==> src/rtl/var128_token_decoder_unit_defines.svh <==
// Assertion macros shared by the token decoder RTL.
// Included by the top level; depends on nothing else.
`ifndef VAR128_TOKEN_DECODER_UNIT_DEFINES_SVH
`define VAR128_TOKEN_DECODER_UNIT_DEFINES_SVH

`define VTD_ASSERT_NOW(lbl, ck, rs, ante, cons) \
  lbl: assert property (@(posedge ck) disable iff (rs) (ante) |-> (cons)) \
    else $error("token decoder assertion failed");

`define VTD_ASSERT_NEXT(lbl, ck, rs, ante, cons) \
  lbl: assert property (@(posedge ck) disable iff (rs) (ante) |=> (cons)) \
    else $error("token decoder assertion failed");

`endif

==> src/rtl/vtd_pkg.sv <==
// Types, codes and helper functions of the token decoder.
// Used by the top level; depends on nothing.
`default_nettype none

package vtd_pkg;

  localparam int unsigned MAX_PAYLOAD_BYTES = 8;

  typedef enum logic [1:0] {
    KIND_RAW      = 2'd0,
    KIND_UNSIGNED = 2'd1,
    KIND_SIGNED   = 2'd2,
    KIND_DOUBLE   = 2'd3
  } kind_t;

  typedef enum logic [2:0] {
    ST_VALUE         = 3'd0,
    ST_CONTROL       = 3'd1,
    ST_BAD_BYTE      = 3'd2,
    ST_TOO_LONG      = 3'd3,
    ST_UNEXP_CONTROL = 3'd4,
    ST_NEED_MORE     = 3'd5
  } status_t;

  typedef enum logic [1:0] {
    CTL_NONE = 2'd0,
    CTL_E0   = 2'd1,
    CTL_E1   = 2'd2
  } ctl_t;

  localparam logic [7:0] BYTE_CTRL_E0 = 8'he0;
  localparam logic [7:0] BYTE_CTRL_E1 = 8'he1;
  localparam logic [3:0] NIBBLE_LEN   = 4'hf;

  function automatic logic [63:0] apply_kind(kind_t k, logic [63:0] v);
    logic [63:0] r;
    begin
      r = v;
      case (k)
        KIND_SIGNED: begin
          r = v[0] ? ~(v >> 1) : (v >> 1);
        end
        KIND_DOUBLE: begin
          for (int i = 0; i < 8; i++) begin
            r[8*i +: 8] = v[56 - 8*i +: 8];
          end
        end
        default: begin
          r = v;
        end
      endcase
      return r;
    end
  endfunction

endpackage

`default_nettype wire

==> src/rtl/vtd_in_if.sv <==
// Byte stream channel of the token decoder: valid, ready and one byte with its kind.
// Depends on nothing.
`default_nettype none

interface vtd_in_if;
  logic       valid;
  logic       ready;
  logic [7:0] data_byte;
  logic [1:0] opcode;
  logic       stream_end;

  modport source (output valid, output data_byte, output opcode, output stream_end,
                  input ready);
  modport sink (input valid, input data_byte, input opcode, input stream_end,
                output ready);
endinterface

`default_nettype wire

==> src/rtl/vtd_out_if.sv <==
// Result channel of the token decoder: valid, ready, status, value and control code.
// Depends on nothing.
`default_nettype none

interface vtd_out_if;
  logic        valid;
  logic        ready;
  logic [2:0]  status;
  logic [63:0] value;
  logic [1:0]  control_code;

  modport source (output valid, output status, output value, output control_code,
                  input ready);
  modport sink (input valid, input status, input value, input control_code,
                output ready);
endinterface

`default_nettype wire

==> src/rtl/var128_token_decoder_unit.sv <==
// Top level of the length-prefixed varint token decoder.
// Depends on vtd_pkg, vtd_in_if, vtd_out_if and the assertion macro header.
//
// Channel  Direction  Transaction
// stream   sink       one byte of the encoded stream, its kind and an end flag
// result   source     status, 64-bit value and control code of one token event
//
// One byte per cycle is sustained while the result is not stalled; a byte is held in the
// input register and its result, if any, is then registered in the output register.
// The decode path between the two registers is a shift of the accumulator and a
// kind mapping. Reset clears the token state and both valid flags.
// A stalled result holds the input register, which then blocks new bytes.
`default_nettype none
`include "var128_token_decoder_unit_defines.svh"

module var128_token_decoder_unit (
  input  wire logic   clk,
  input  wire logic   rst,
  vtd_in_if.sink      stream,
  vtd_out_if.source   result
);

  logic                s1_valid;
  logic [7:0]          s1_byte;
  vtd_pkg::kind_t      s1_kind;
  logic                s1_end;
  logic                s1_go;

  logic                in_token;
  logic [3:0]          bytes_left;
  logic [63:0]         accumulator;
  vtd_pkg::kind_t      latched_kind;

  logic                in_token_next;
  logic [3:0]          bytes_left_next;
  logic [63:0]         accumulator_next;
  vtd_pkg::kind_t      latched_kind_next;

  logic                emit;
  vtd_pkg::status_t    emit_status;
  logic [63:0]         emit_value;
  vtd_pkg::ctl_t       emit_ctl;

  logic [3:0]          left_dec;
  logic [63:0]         acc_shift;
  logic [4:0]          announced_len;

  logic                o_valid;
  vtd_pkg::status_t    o_status;
  logic [63:0]         o_value;
  vtd_pkg::ctl_t       o_ctl;

  assign s1_go        = s1_valid && (!o_valid || result.ready);
  assign stream.ready = !s1_valid || s1_go;

  assign left_dec      = bytes_left - 4'd1;
  assign acc_shift     = {accumulator[55:0], s1_byte};
  assign announced_len = 5'd16 - {1'b0, s1_byte[3:0]};

  always_comb begin
    in_token_next     = in_token;
    bytes_left_next   = bytes_left;
    accumulator_next  = accumulator;
    latched_kind_next = latched_kind;
    emit              = 1'b0;
    emit_status       = vtd_pkg::ST_VALUE;
    emit_value        = 64'd0;
    emit_ctl          = vtd_pkg::CTL_NONE;
    if (in_token) begin
      accumulator_next = acc_shift;
      bytes_left_next  = left_dec;
      if (left_dec == 4'd0) begin
        in_token_next = 1'b0;
        emit          = 1'b1;
        emit_value    = vtd_pkg::apply_kind(latched_kind, acc_shift);
      end else if (s1_end) begin
        emit        = 1'b1;
        emit_status = vtd_pkg::ST_NEED_MORE;
      end
    end else if (!s1_byte[7]) begin
      emit       = 1'b1;
      emit_value = vtd_pkg::apply_kind(s1_kind, {56'd0, s1_byte});
    end else if (s1_byte[7:4] == vtd_pkg::NIBBLE_LEN) begin
      if (announced_len > 5'(vtd_pkg::MAX_PAYLOAD_BYTES)) begin
        emit        = 1'b1;
        emit_status = vtd_pkg::ST_TOO_LONG;
      end else begin
        in_token_next     = 1'b1;
        bytes_left_next   = announced_len[3:0];
        accumulator_next  = 64'd0;
        latched_kind_next = s1_kind;
        if (s1_end) begin
          emit        = 1'b1;
          emit_status = vtd_pkg::ST_NEED_MORE;
        end
      end
    end else if (s1_byte == vtd_pkg::BYTE_CTRL_E0 || s1_byte == vtd_pkg::BYTE_CTRL_E1) begin
      emit        = 1'b1;
      emit_ctl    = (s1_byte == vtd_pkg::BYTE_CTRL_E0) ? vtd_pkg::CTL_E0 : vtd_pkg::CTL_E1;
      emit_status = (s1_kind == vtd_pkg::KIND_RAW) ? vtd_pkg::ST_CONTROL
                                                   : vtd_pkg::ST_UNEXP_CONTROL;
    end else begin
      emit        = 1'b1;
      emit_status = vtd_pkg::ST_BAD_BYTE;
    end
  end

  always_ff @(posedge clk) begin
    if (rst) begin
      s1_valid <= 1'b0;
    end else if (stream.ready) begin
      s1_valid <= stream.valid;
    end
    if (stream.valid && stream.ready) begin
      s1_byte <= stream.data_byte;
      s1_kind <= vtd_pkg::kind_t'(stream.opcode);
      s1_end  <= stream.stream_end;
    end
  end

  always_ff @(posedge clk) begin
    if (rst) begin
      in_token     <= 1'b0;
      bytes_left   <= 4'd0;
      accumulator  <= 64'd0;
      latched_kind <= vtd_pkg::KIND_RAW;
    end else if (s1_go) begin
      in_token     <= in_token_next;
      bytes_left   <= bytes_left_next;
      accumulator  <= accumulator_next;
      latched_kind <= latched_kind_next;
    end
  end

  always_ff @(posedge clk) begin
    if (rst) begin
      o_valid <= 1'b0;
    end else if (s1_go) begin
      o_valid <= emit;
    end else if (result.ready) begin
      o_valid <= 1'b0;
    end
    if (s1_go && emit) begin
      o_status <= emit_status;
      o_value  <= emit_value;
      o_ctl    <= emit_ctl;
    end
  end

  assign result.valid        = o_valid;
  assign result.status       = o_status;
  assign result.value        = o_value;
  assign result.control_code = o_ctl;

  `VTD_ASSERT_NOW(a_value_zero_on_status, clk, rst,
    o_valid && o_status != vtd_pkg::ST_VALUE, o_value == 64'd0)
  `VTD_ASSERT_NOW(a_ctl_only_on_control, clk, rst,
    o_valid && o_status != vtd_pkg::ST_CONTROL && o_status != vtd_pkg::ST_UNEXP_CONTROL,
    o_ctl == vtd_pkg::CTL_NONE)
  `VTD_ASSERT_NOW(a_token_has_bytes, clk, rst,
    in_token,
    bytes_left != 4'd0 && bytes_left <= 4'(vtd_pkg::MAX_PAYLOAD_BYTES))
  `VTD_ASSERT_NEXT(a_accept_loads_stage, clk, rst,
    stream.valid && stream.ready, s1_valid)

endmodule

`default_nettype wire
==> src/flat_wrapper.sv <==
// flat-port wrapper written by rule: the top's interface ports become plain ports
module var128_token_decoder_unit_flat 
  (clk, rst, stream_valid, stream_data_byte, stream_opcode, stream_stream_end, stream_ready, result_valid, result_status, result_value, result_control_code, result_ready);
  vtd_in_if stream_i ();
  vtd_out_if result_i ();
  input  wire logic clk;
  input  wire logic rst;
  input wire logic [$bits(stream_i.valid)-1:0] stream_valid;
  input wire logic [$bits(stream_i.data_byte)-1:0] stream_data_byte;
  input wire logic [$bits(stream_i.opcode)-1:0] stream_opcode;
  input wire logic [$bits(stream_i.stream_end)-1:0] stream_stream_end;
  output wire logic [$bits(stream_i.ready)-1:0] stream_ready;
  output wire logic [$bits(result_i.valid)-1:0] result_valid;
  output wire logic [$bits(result_i.status)-1:0] result_status;
  output wire logic [$bits(result_i.value)-1:0] result_value;
  output wire logic [$bits(result_i.control_code)-1:0] result_control_code;
  input wire logic [$bits(result_i.ready)-1:0] result_ready;
  assign stream_i.valid = stream_valid;
  assign stream_i.data_byte = stream_data_byte;
  assign stream_i.opcode = stream_opcode;
  assign stream_i.stream_end = stream_stream_end;
  assign stream_ready = stream_i.ready;
  assign result_valid = result_i.valid;
  assign result_status = result_i.status;
  assign result_value = result_i.value;
  assign result_control_code = result_i.control_code;
  assign result_i.ready = result_ready;
  var128_token_decoder_unit u_core (.clk(clk), .rst(rst), .stream(stream_i), .result(result_i));
endmodule
==> config.mk <==
export PLATFORM = sky130hd
export DESIGN_NAME = var128_token_decoder_unit_flat
export DESIGN_NICKNAME = d
export VERILOG_FILES = /design/src/rtl/vtd_pkg.sv /design/src/rtl/vtd_in_if.sv /design/src/rtl/vtd_out_if.sv /design/src/rtl/var128_token_decoder_unit.sv /design/src/flat_wrapper.sv
export VERILOG_INCLUDE_DIRS = /design/src /design/src/rtl
export SDC_FILE = /design/constraint.sdc
export NUM_CORES = 1
export LEC_CHECK = 0
export BUFFER_PORTS_ARGS = -buffer_cell sky130_fd_sc_hd__clkbuf_2
export CORE_UTILIZATION = 25
export DETAILED_ROUTE_END_ITERATION = 10
export PLACE_DENSITY_LB_ADDON = 0.25
export SLEW_MARGIN = 20
export SYNTH_ARGS = -nofsm -noshare
export SYNTH_HDL_FRONTEND = slang
export SYNTH_SLANG_ARGS = --single-unit
==> constraint.sdc <==
create_clock -name clk -period 7.65 [get_ports clk]
set_clock_uncertainty 0.05 [all_clocks]
set_input_delay 1.53 -clock clk [delete_from_list [all_inputs] [get_ports clk]]
set_output_delay 1.53 -clock clk [all_outputs]
set_load 0.03 [all_outputs]
Word level (Yosys, flattened, before mapping) --
Cells that the tools add are included.
Storage, ports and cells: memories 0, word-level logic and storage cells 82, input port bits 15, latch bits 0, RAM bits 0, output and inout port bits 71, register bits 145, memory bits (read-only) 0
Cells by class: shifts and indexed selects 0, multipliers 0, bitwise gates (word level) 6, magnitude comparators 1, add/subtract/negate cells 2, mux-type cells 37, div/mod/pow operators 0, reduce and logical (&&, ||, !) cells 16, equal/unequal tests 8
Operator list (number):
- $mux W64 | 5
- $pmux W64 S2 | 2
- $mux W56 | 4
- $not A63 Y64 | 1
- $not A7 Y64 | 1
- $mux W3 | 8
- $eq A8 B8 Y1 const B | 2
- $mux W4 | 4
- $mux W1 | 13
- $eq A2 B2 Y1 const B | 4
- $reduce_bool A2 Y1 | 3
- $gt A5 B4 Y1 const B | 1
- $reduce_and A5 Y1 | 1
- $sub A5 B4 Y5 const A | 1
- $eq A4 B4 Y1 const B | 1
- $logic_not A4 Y1 | 1
- $not A1 Y1 | 4
- $reduce_and A4 Y1 | 1
- $reduce_or A4 Y1 | 1
- $sub A4 B1 Y4 const B | 1
- $logic_and A1 B1 Y1 | 3
- $logic_or A1 B1 Y1 | 3
- $logic_not A1 Y1 | 2
- $logic_not A2 Y1 | 1
- 2 further kinds | 2

Logic depth before layout (Yosys ltp) --
Gate-level depths: netlist (run 1).
depth after elaboration 7, gate-level depth with buffers 12, gate-level depth less buffers 7

Worst setup path after synthesis (run 1) --
Ideal clock, no wire load.
path type register -> register, start register u_core.s1_byte[0], end register u_core.o_ctl[0], in the netlist u_core.result.control_code[0], enable pin, library setup time 0.519 ns, path slack 1.493 ns, cell stages (with the launch flop) 11, data arrival time 5.588 ns, period minus slack after synthesis 6.157 ns, path buffers 3, data required time 7.081 ns, path through edfxtp_1 > buf_6 > buf_2 > buf_2 > inv_1 > ha_1 > or2b_2 > a21oi_2 > nor3_2 > a31o_1 > a21oi_1
Between the ends: cells in the longest elaborated chain, start to end 7
RTL lines:
- start, declared | RTL line var128_token_decoder_unit.sv:24 | logic [7:0] s1_byte;
- start signal, assigned | RTL line var128_token_decoder_unit.sv:115 | s1_byte <= stream.data_byte;
- $sub A5 B4 Y5 | RTL line var128_token_decoder_unit.sv:58 | assign announced_len = 5'd16 - {1'b0, s1_byte[3:0]};
- $gt A5 B4 Y1 | RTL line var128_token_decoder_unit.sv:84 | if (announced_len > 5'(vtd_pkg::MAX_PAYLOAD_BYTES)) begin
- $mux W1 | RTL line var128_token_decoder_unit.sv:84
- $mux W1 | RTL line var128_token_decoder_unit.sv:83 | end else if (s1_byte[7:4] == vtd_pkg::NIBBLE_LEN) begin
- $mux W1 | RTL line var128_token_decoder_unit.sv:80 | end else if (!s1_byte[7]) begin
- $mux W1 | RTL line var128_token_decoder_unit.sv:69 | if (in_token) begin
- $logic_and A1 B1 Y1 | RTL line var128_token_decoder_unit.sv:143 | if (s1_go && emit) begin
- end signal, assigned | RTL line var128_token_decoder_unit.sv:146 | o_ctl <= emit_ctl;
- end, declared | RTL line var128_token_decoder_unit.sv:51 | vtd_pkg::ctl_t o_ctl;
No other way between the ends. A chain may end at the register's enable or synchronous reset.

Worst setup path after layout (run 1) --
start input result_ready, end output stream_ready
Between the ends: cells in the longest elaborated chain, start to end 3
RTL lines:
- start, declared | RTL line flat_wrapper.sv:17 | input wire logic [$bits(result_i.ready)-1:0] result_ready;
- $logic_or A1 B1 Y1 | RTL line var128_token_decoder_unit.sv:53 | assign s1_go = s1_valid && (!o_valid || result.ready);
- $logic_and A1 B1 Y1 | RTL line var128_token_decoder_unit.sv:53
- $logic_or A1 B1 Y1 | RTL line var128_token_decoder_unit.sv:54 | assign stream.ready = !s1_valid || s1_go;
- end, declared | RTL line flat_wrapper.sv:12 | output wire logic [$bits(stream_i.ready)-1:0] stream_ready;
No other way between the ends.

==> impl_metrics.yaml, run 1 <==
global_route:
  grt_start_max_net_pins: 125
  globalRoute.totalOverflow: 0
  grt_antenna_before_repair: 0
  grt_pass1_vias: 5128
  grt_overall_usage_pct: 12.58
  grt_pass1_wl_mm: 29.76
die:
  num_io_pins: 86
  row_count: 62
  initial_core_util_pct: 25.55
  placeableCoreArea_sq_mm: 0.02886
  die_area_sq_mm: 0.03018
  die-height_um: 173.7
  die_w_um: 173.7
sta:
  min_period_ns: 3.738
  maxSlewViolCount: 0
  max-slew-margin-rel_pct: 26.90
  final-setup-viol-count: 0
  worstMarginPinSlew_ns: 1.097
  min_period_over_period_pct: 48.86
  grt_setup_unrepaired: "no"
  timing.setup.tns_ns: 0
  final_hold_violations: 0
  timing.fmax_mhz: 267.6
logic_synthesis:
  syn-mean-instance-area_sq_um: 10.46
  synth_top_family_by_area: "compound AO/OA/AOI/OAI gates"
  synth_seq_area_share_pct: 50.23
  post_synth_design_cell_area_sq_mm: 0.007373
  synth_top_cell_area_share_pct: 32.58
  async_reset_ff_share_pct: 0
  biggest_area_contributors_in_the_synthesized_netlist: "edfxtp_1 (33%), dfxtp_1 (18%), mux2i_1 (9.4%)"
  yosys-mux-area-fraction_pct: 9.520
  synthesized_area_fraction_occupied_by_ao_oa_aoi_and_oai_cells_pct: 18.97
  yosys.area_share.xor_xnor_pct: 7.483
  synth-adder-area-share_pct: 1.018
  synth_edf_count: 80
  yosysWarnings: 0
  synth_top_area_cell: "edfxtp_1"
  yosysUniqueCellTypes: 50
  postSynth.topFlopCell: "edfxtp_1"
  synth_simple_gate_area_share_pct: 8.111
  synth_fp_nets: 726
  syn_inst: 705
  synth.ff_latch_count: 145
drt:
  drt_iter0_drc: 477
  drtAntennaViolNets: 0
  vias: 5309
  detail_route.first_pass.iterations: 4
  post-route-drc-count: 0
  route.detailed.wl_per_inst_um: 16.22
  via_per_inst: 4.629
  totalWireLength_mm: 18.61
placed_design:
  count_of_input_and_output_buffers: 85
  place_congestion: 0.7546
  post_dp_hpwl_mm: 11.58
cts:
  latest_clock_arrival_within_the_worst_skew_pair_ns: 0.43
  clk_pin_slew_worst_paths_ns: 0.06
  cts_root_buf: "clkbuf_16"
  tritoncts: "done"
  post_cts_resize_count: 0
  post-cts-setup-buffer-count: 0
  cts_hold_buf: 0
  cts_buffer_depth: 2
  cts_num_sinks: 145
  numCtsBuffers: 17
  ctsHtreeMaxLevel: 4
finish:
  layout-drive-gt1-share_pct: 18.22
  num-fill-cells: 3026
  synthToLayoutAreaGrowth_pct: 17.27
  diodes: 0
  final_net_count: 771
critical_path:
  worstSetupPathType: "in2out"
  worst_ep_required_time_ns: 6.07
  timing.critical_path.from_type: "primary input"
  crit_chain: "clkbuf_2 -> nor2b_1 -> nand2_1 -> clkbuf_2"
  crit_path_frequent_cell: "clkbuf_2"
  cp_max_fo: 4
  worstSetupEndpointType: "primary output"
  critical-path-max-stage-delay_ns: 0.24
  cpMaxStageDelayCell: "nor2b_1"
  cp_data_arrival_time_ns: 2.16
power_and_ir_drop:
  cellPowerDensity_mw_per_mm2: 212.2
  power_leakage_nw: 2.744
  report.power.total_mw: 1.835
  irDropWorstVdd_mv: 0.1439
run_status:
  run_status: "finished clean"
hold_path:
  hp-class: "reg2reg"
flow_run:
  max_cap_viol_count: 0
power breakdown:
part / switching, mW / total (mW) / internal (mW)
Sequential: 0.0192 / 0.868 / 0.848
Combinational: 0.103 / 0.152 / 0.0486
Clock: 0.349 / 0.815 / 0.466
metrics by stage:
stage	util [%]	cell area, sq um	hold WS [ns]	std cells	worst slack (ns)
6_report	29.96	8647	0.4632	1147	3.912
3_5_place_dp	27.89	8048	0.4526	1114	3.916
4_1_cts	29.84	8612	0.4671	1146	3.908
3_3_place_gp	27.89	8048	0.4422	1114	3.957
5_1_grt	29.96	8647	0.5073	1147	3.834
2_1_floorplan	-	7373	0.4276	705	1.493
layout make-up:
class	instances	area, sq um	area share (%)
flip-flops and latches	145	3709	42.89
multi-input cells	485	3362	38.88
repair buffers	92	498.0	5.759
well taps	384	480.5	5.556
clock buffers	20	456.7	5.281
clock inverters	12	107.6	1.244
inverters	9	33.78	0.3907
cell usage in the layout (no fill, tap or decap), drive strengths merged, types with 7 or more instances in the layout:
cell type and count:
a21oi 16, a22o 56, buf 7, clkbuf 105, dfxtp 65, edfxtp 80, inv 11, mux2i 69
nand2 75, nor2 20, o21ai 121, o22ai 8, xnor2 63
worst paths after layout:
path,from,endpoint,slack (ns),cells past startpoint
hold / removal,u_core.latched_kind[0]$_SDFFE_PP0P_,u_core.latched_kind[0]$_SDFFE_PP0P_,0.46,2
setup reg to reg,u_core.s1_byte[1]$_DFFE_PP_,u_core.result.value[12]$_DFFE_PP_,4.30,8
setup / recovery,result_ready,stream_ready,3.91,4
hold reg to reg,u_core.latched_kind[0]$_SDFFE_PP0P_,u_core.latched_kind[0]$_SDFFE_PP0P_,0.46,2
flip-flops by register name, summed over array words and instances, names as in the netlist:
signal,count
u_core.result.control_code,2
u_core.latched_kind,2
u_core.in_token,1
u_core.s1_valid,1
u_core.s1_byte,8
u_core.s1_kind,2
u_core.result.status,3
u_core.accumulator,56
u_core.bytes_left,4
u_core.s1_end,1
u_core.result.value,64
u_core.result.valid,1
cells by family (layout without fill, tap and decap cells):
logic type,Yosys count,in the layout
adder cells (fa/ha/maj),6,6
buffers and inverters,75,133
flip-flops,145,145
multiplexers,70,70
AND/OR/NAND/NOR,128,128
AO/OA/AOI/OAI,218,218
XOR/XNOR,63,63
critical path: cells and delay by family:
family | cells | cell delay (ns)
simple gates | 2 | 0.35
buf+inv | 2 | 0.28
cells in the mapped netlist, types with 2 or more instances:
library cell	n
o21a_1	2
buf_2	14
a22o_1	56
nor2b_1	4
edfxtp_1	80
buf_6	6
clkbuf_1	38
o21ai_0	121
nand2b_1	4
nor2_1	19
a2bb2oi_1	2
nand2_1	75
nor4_1	3
a311oi_1	2
inv_1	8
buf_1	8
mux2i_1	69
nand3_1	5
nor3_1	3
nor3_2	2
o22ai_1	8
and2_1	2
a21oi_1	15
a31oi_1	2
dfxtp_1	65
ha_1	6
xnor2_1	63
layer usage:
metal / GRT usage, % / share of wire, % / vias up
li1: - / - / 2648
met1: 18.44 / 51 / 2553
met2: 18.38 / 44 / 95
met3: 2.018 / 3.3 / 13
met4: 4.678 / 1.3 / 0
met5: 0 / 0 / -
Power figures use the tool's default switching activity.
==> run 2, diff against run 1 <==
Clock period 7.65 ns to 3.05 ns, I/O delays scaled along.
==> run 2 against run 1 <==
Net effect:
- critical endpoint is now u_core.result.value[25]$_DFFE_PP_
- worst setup slack worse by 3.5 ns
- routed wire length up 3.2%
- worst hold slack worse by 0.16 ns
- combinational power rose to 2.7 times the previous value
- count of clock-buffer cells in the layout down 2
==> impl_metrics.yaml, run 2 (synthesis results as in run 1) <==
run_status:
  run_status: "finished clean"
power_and_ir_drop:
  report.power.total_mw: 4.731
  irDropWorstVdd_mv: 0.3871
  seq_power_share_pct: 45.7
  clockPowerShare_pct: 45.5
  switching_power_mw: 1.214
  power_leakage_nw: 2.820
  sw_frac_of_total_pct: 25.65
  intPower_mw: 3.517
  cellPowerDensity_mw_per_mm2: 536.6
  power_share_of_the_combinational_group_pct: 8.8
cts:
  ctsHtreeMaxLevel: 4
  post-cts-setup-buffer-count: 0
  clk_pin_slew_worst_paths_ns: 0.07
  cts_hold_buf: 0
  post_cts_resize_count: 0
  cts_root_buf: "clkbuf_16"
  tritoncts: "done"
  latest_clock_arrival_within_the_worst_skew_pair_ns: 0.43
  numCtsBuffers: 17
  cts_num_sinks: 145
  cts_buffer_depth: 2
global_route:
  grt_overall_usage_pct: 12.79
  grt_antenna_before_repair: 0
  globalRoute.totalOverflow: 0
  grt_start_max_net_pins: 75
  grt_pass1_vias: 5186
  grt_pass1_wl_mm: 30.08
drt:
  totalWireLength_mm: 19.20
  route.detailed.wl_per_inst_um: 16.61
  detail_route.first_pass.iterations: 4
  drtAntennaViolNets: 0
  vias: 5304
  via_per_inst: 4.588
  drt_iter0_drc: 414
  post-route-drc-count: 0
critical_path:
  timing.critical_path.from_type: "flip-flop"
  worst_ep_required_time_ns: 3.07
  timing.critical_path.max_delay_family: "compound AO/OA/AOI/OAI gates"
  number_of_buffers_and_inverters_on_the_critical_path: 2
  critical-path-max-stage-delay_ns: 0.51
  rrSetupSlack_ns: 0.38
  cpMaxStageDelayCell: "o41ai_1"
  crit_chain: "inv_1 -> ha_1 -> o41ai_1 -> a21oi_1 -> a31o_1 -> a21oi_4 -> buf_12"
  worstSetupPathType: "reg2reg"
  worstReg2RegStart: "u_core.bytes_left[0]$_SDFFE_PP0P_"
  cp_max_fo: 69
  cp_data_arrival_time_ns: 2.70
  timing.reg2reg.worst_path_depth: 7
  worstSetupEndpointType: "flip-flop"
  worstReg2RegEnd: "u_core.result.value[25]$_DFFE_PP_"
finish:
  final_cell_mix: "o21ai_0 (121), clkbuf_2 (85), edfxtp_1 (80)"
  final_common_cell: "o21ai_0"
  diodes: 0
  layout-drive-gt1-share_pct: 19.69
  finish.cell_count_without_fillers: 1156
  multi_input_area_sq_mm: 0.003386
  sequential_cell_area_sq_mm: 0.003709
  num-fill-cells: 3011
  final_net_count: 780
  finalInstanceArea_sq_mm: 0.008816
  synthToLayoutAreaGrowth_pct: 19.57
  largest_register_ffs: 64
sta:
  max-slew-margin-rel_pct: 47.57
  min_period_over_period_pct: 87.70
  timing.fmax_mhz: 373.8
  timing.setup.tns_ns: 0
  final_hold_violations: 0
  final-setup-viol-count: 0
  maxSlewViolCount: 0
  grt_setup_unrepaired: "no"
  worstMarginPinSlew_ns: 0.7864
  min_period_ns: 2.675
hold_path:
  hold-path-endpoint: "u_core.s1_byte[4]$_DFFE_PP_"
  holdCritStartpoint: "stream_data_byte[4]"
  hp-class: "in2reg"
  min_path_cells: 1
die:
  initial_core_util_pct: 25.55
  die-height_um: 173.7
  die_area_sq_mm: 0.03018
  die_w_um: 173.7
  row_count: 62
  placeableCoreArea_sq_mm: 0.02886
  num_io_pins: 86
placed_design:
  total_instance_count_after_detailed_placement: 1124
  post_dp_hpwl_mm: 12.58
  placed_area_sq_mm: 0.008209
  place_congestion: 0.7781
  count_of_input_and_output_buffers: 85
flow_run:
  max_cap_viol_count: 0
## run 2: power groups by stage
stage	sequential [mW]	clock, mW	combinational (mW)
finish	2.16	2.15	0.415
global route	2.17	2.28	0.452
CTS	2.16	2.22	0.423
detailed placement	2.21	0	0.422
global placement	2.21	0	0.418
floorplan	2.29	0	0.222
## run 2: worst reg2reg max path, cell delays in order (launching register included)
cell and delay [ns]:
dfxtp_1 0.44, inv_1 0.09, ha_1 0.23, o41ai_1 0.51, a21oi_1 0.16, a31o_1 0.26
a21oi_4 0.16, buf_12 0.30
## run 2: final cells by class
class,instances,area share (%)
clock buffers,18,4.982
well taps,384,5.450
inverters,9,0.4400
repair buffers,101,6.756
multi-input cells,485,38.40
flip-flops and latches,145,42.07
clock inverters,14,1.902
## run 2: stage by stage
step / setup WS, ns / hold WS, ns / utilization [%]
finish: 0.3751 / 0.3010 / 30.55
global route: 0.2313 / 0.2879 / 30.55
CTS: 0.3837 / 0.2850 / 30.55
detailed placement: 0.3914 / 0.4950 / 28.45
global placement: 0.4538 / 0.4918 / 28.45
floorplan: -0.4180 / 0.4276 / -
## run 2: worst max path at each step
stage	slack, ns	startpoint	endpoint	depth (start not counted)
after floorplan	-0.42	u_core.s1_byte[0]$_DFFE_PP_	u_core.result.control_code[0]$_SDFFCE_PP0P_	9
after global placement	0.45	u_core.bytes_left[0]$_SDFFE_PP0P_	u_core.result.value[46]$_DFFE_PP_	7
after detailed placement	0.39	u_core.s1_byte[0]$_DFFE_PP_	u_core.result.value[40]$_DFFE_PP_	7
after CTS	0.38	u_core.bytes_left[0]$_SDFFE_PP0P_	u_core.result.value[41]$_DFFE_PP_	7
after global routing	0.23	u_core.bytes_left[0]$_SDFFE_PP0P_	u_core.result.value[25]$_DFFE_PP_	7
final	0.38	u_core.bytes_left[0]$_SDFFE_PP0P_	u_core.result.value[25]$_DFFE_PP_	7
## run 2: layer usage
| metal | share of wire [%] | vias up | GRT usage, % |
|---|---|---|---|
| met5 | 0 | - | 0 |
| met2 | 44 | 100 | 19.45 |
| met1 | 51 | 2526 | 18.18 |
| li1 | - | 2665 | - |
| met4 | 1.0 | 0 | 3.399 |
| met3 | 4.0 | 13 | 2.763 |
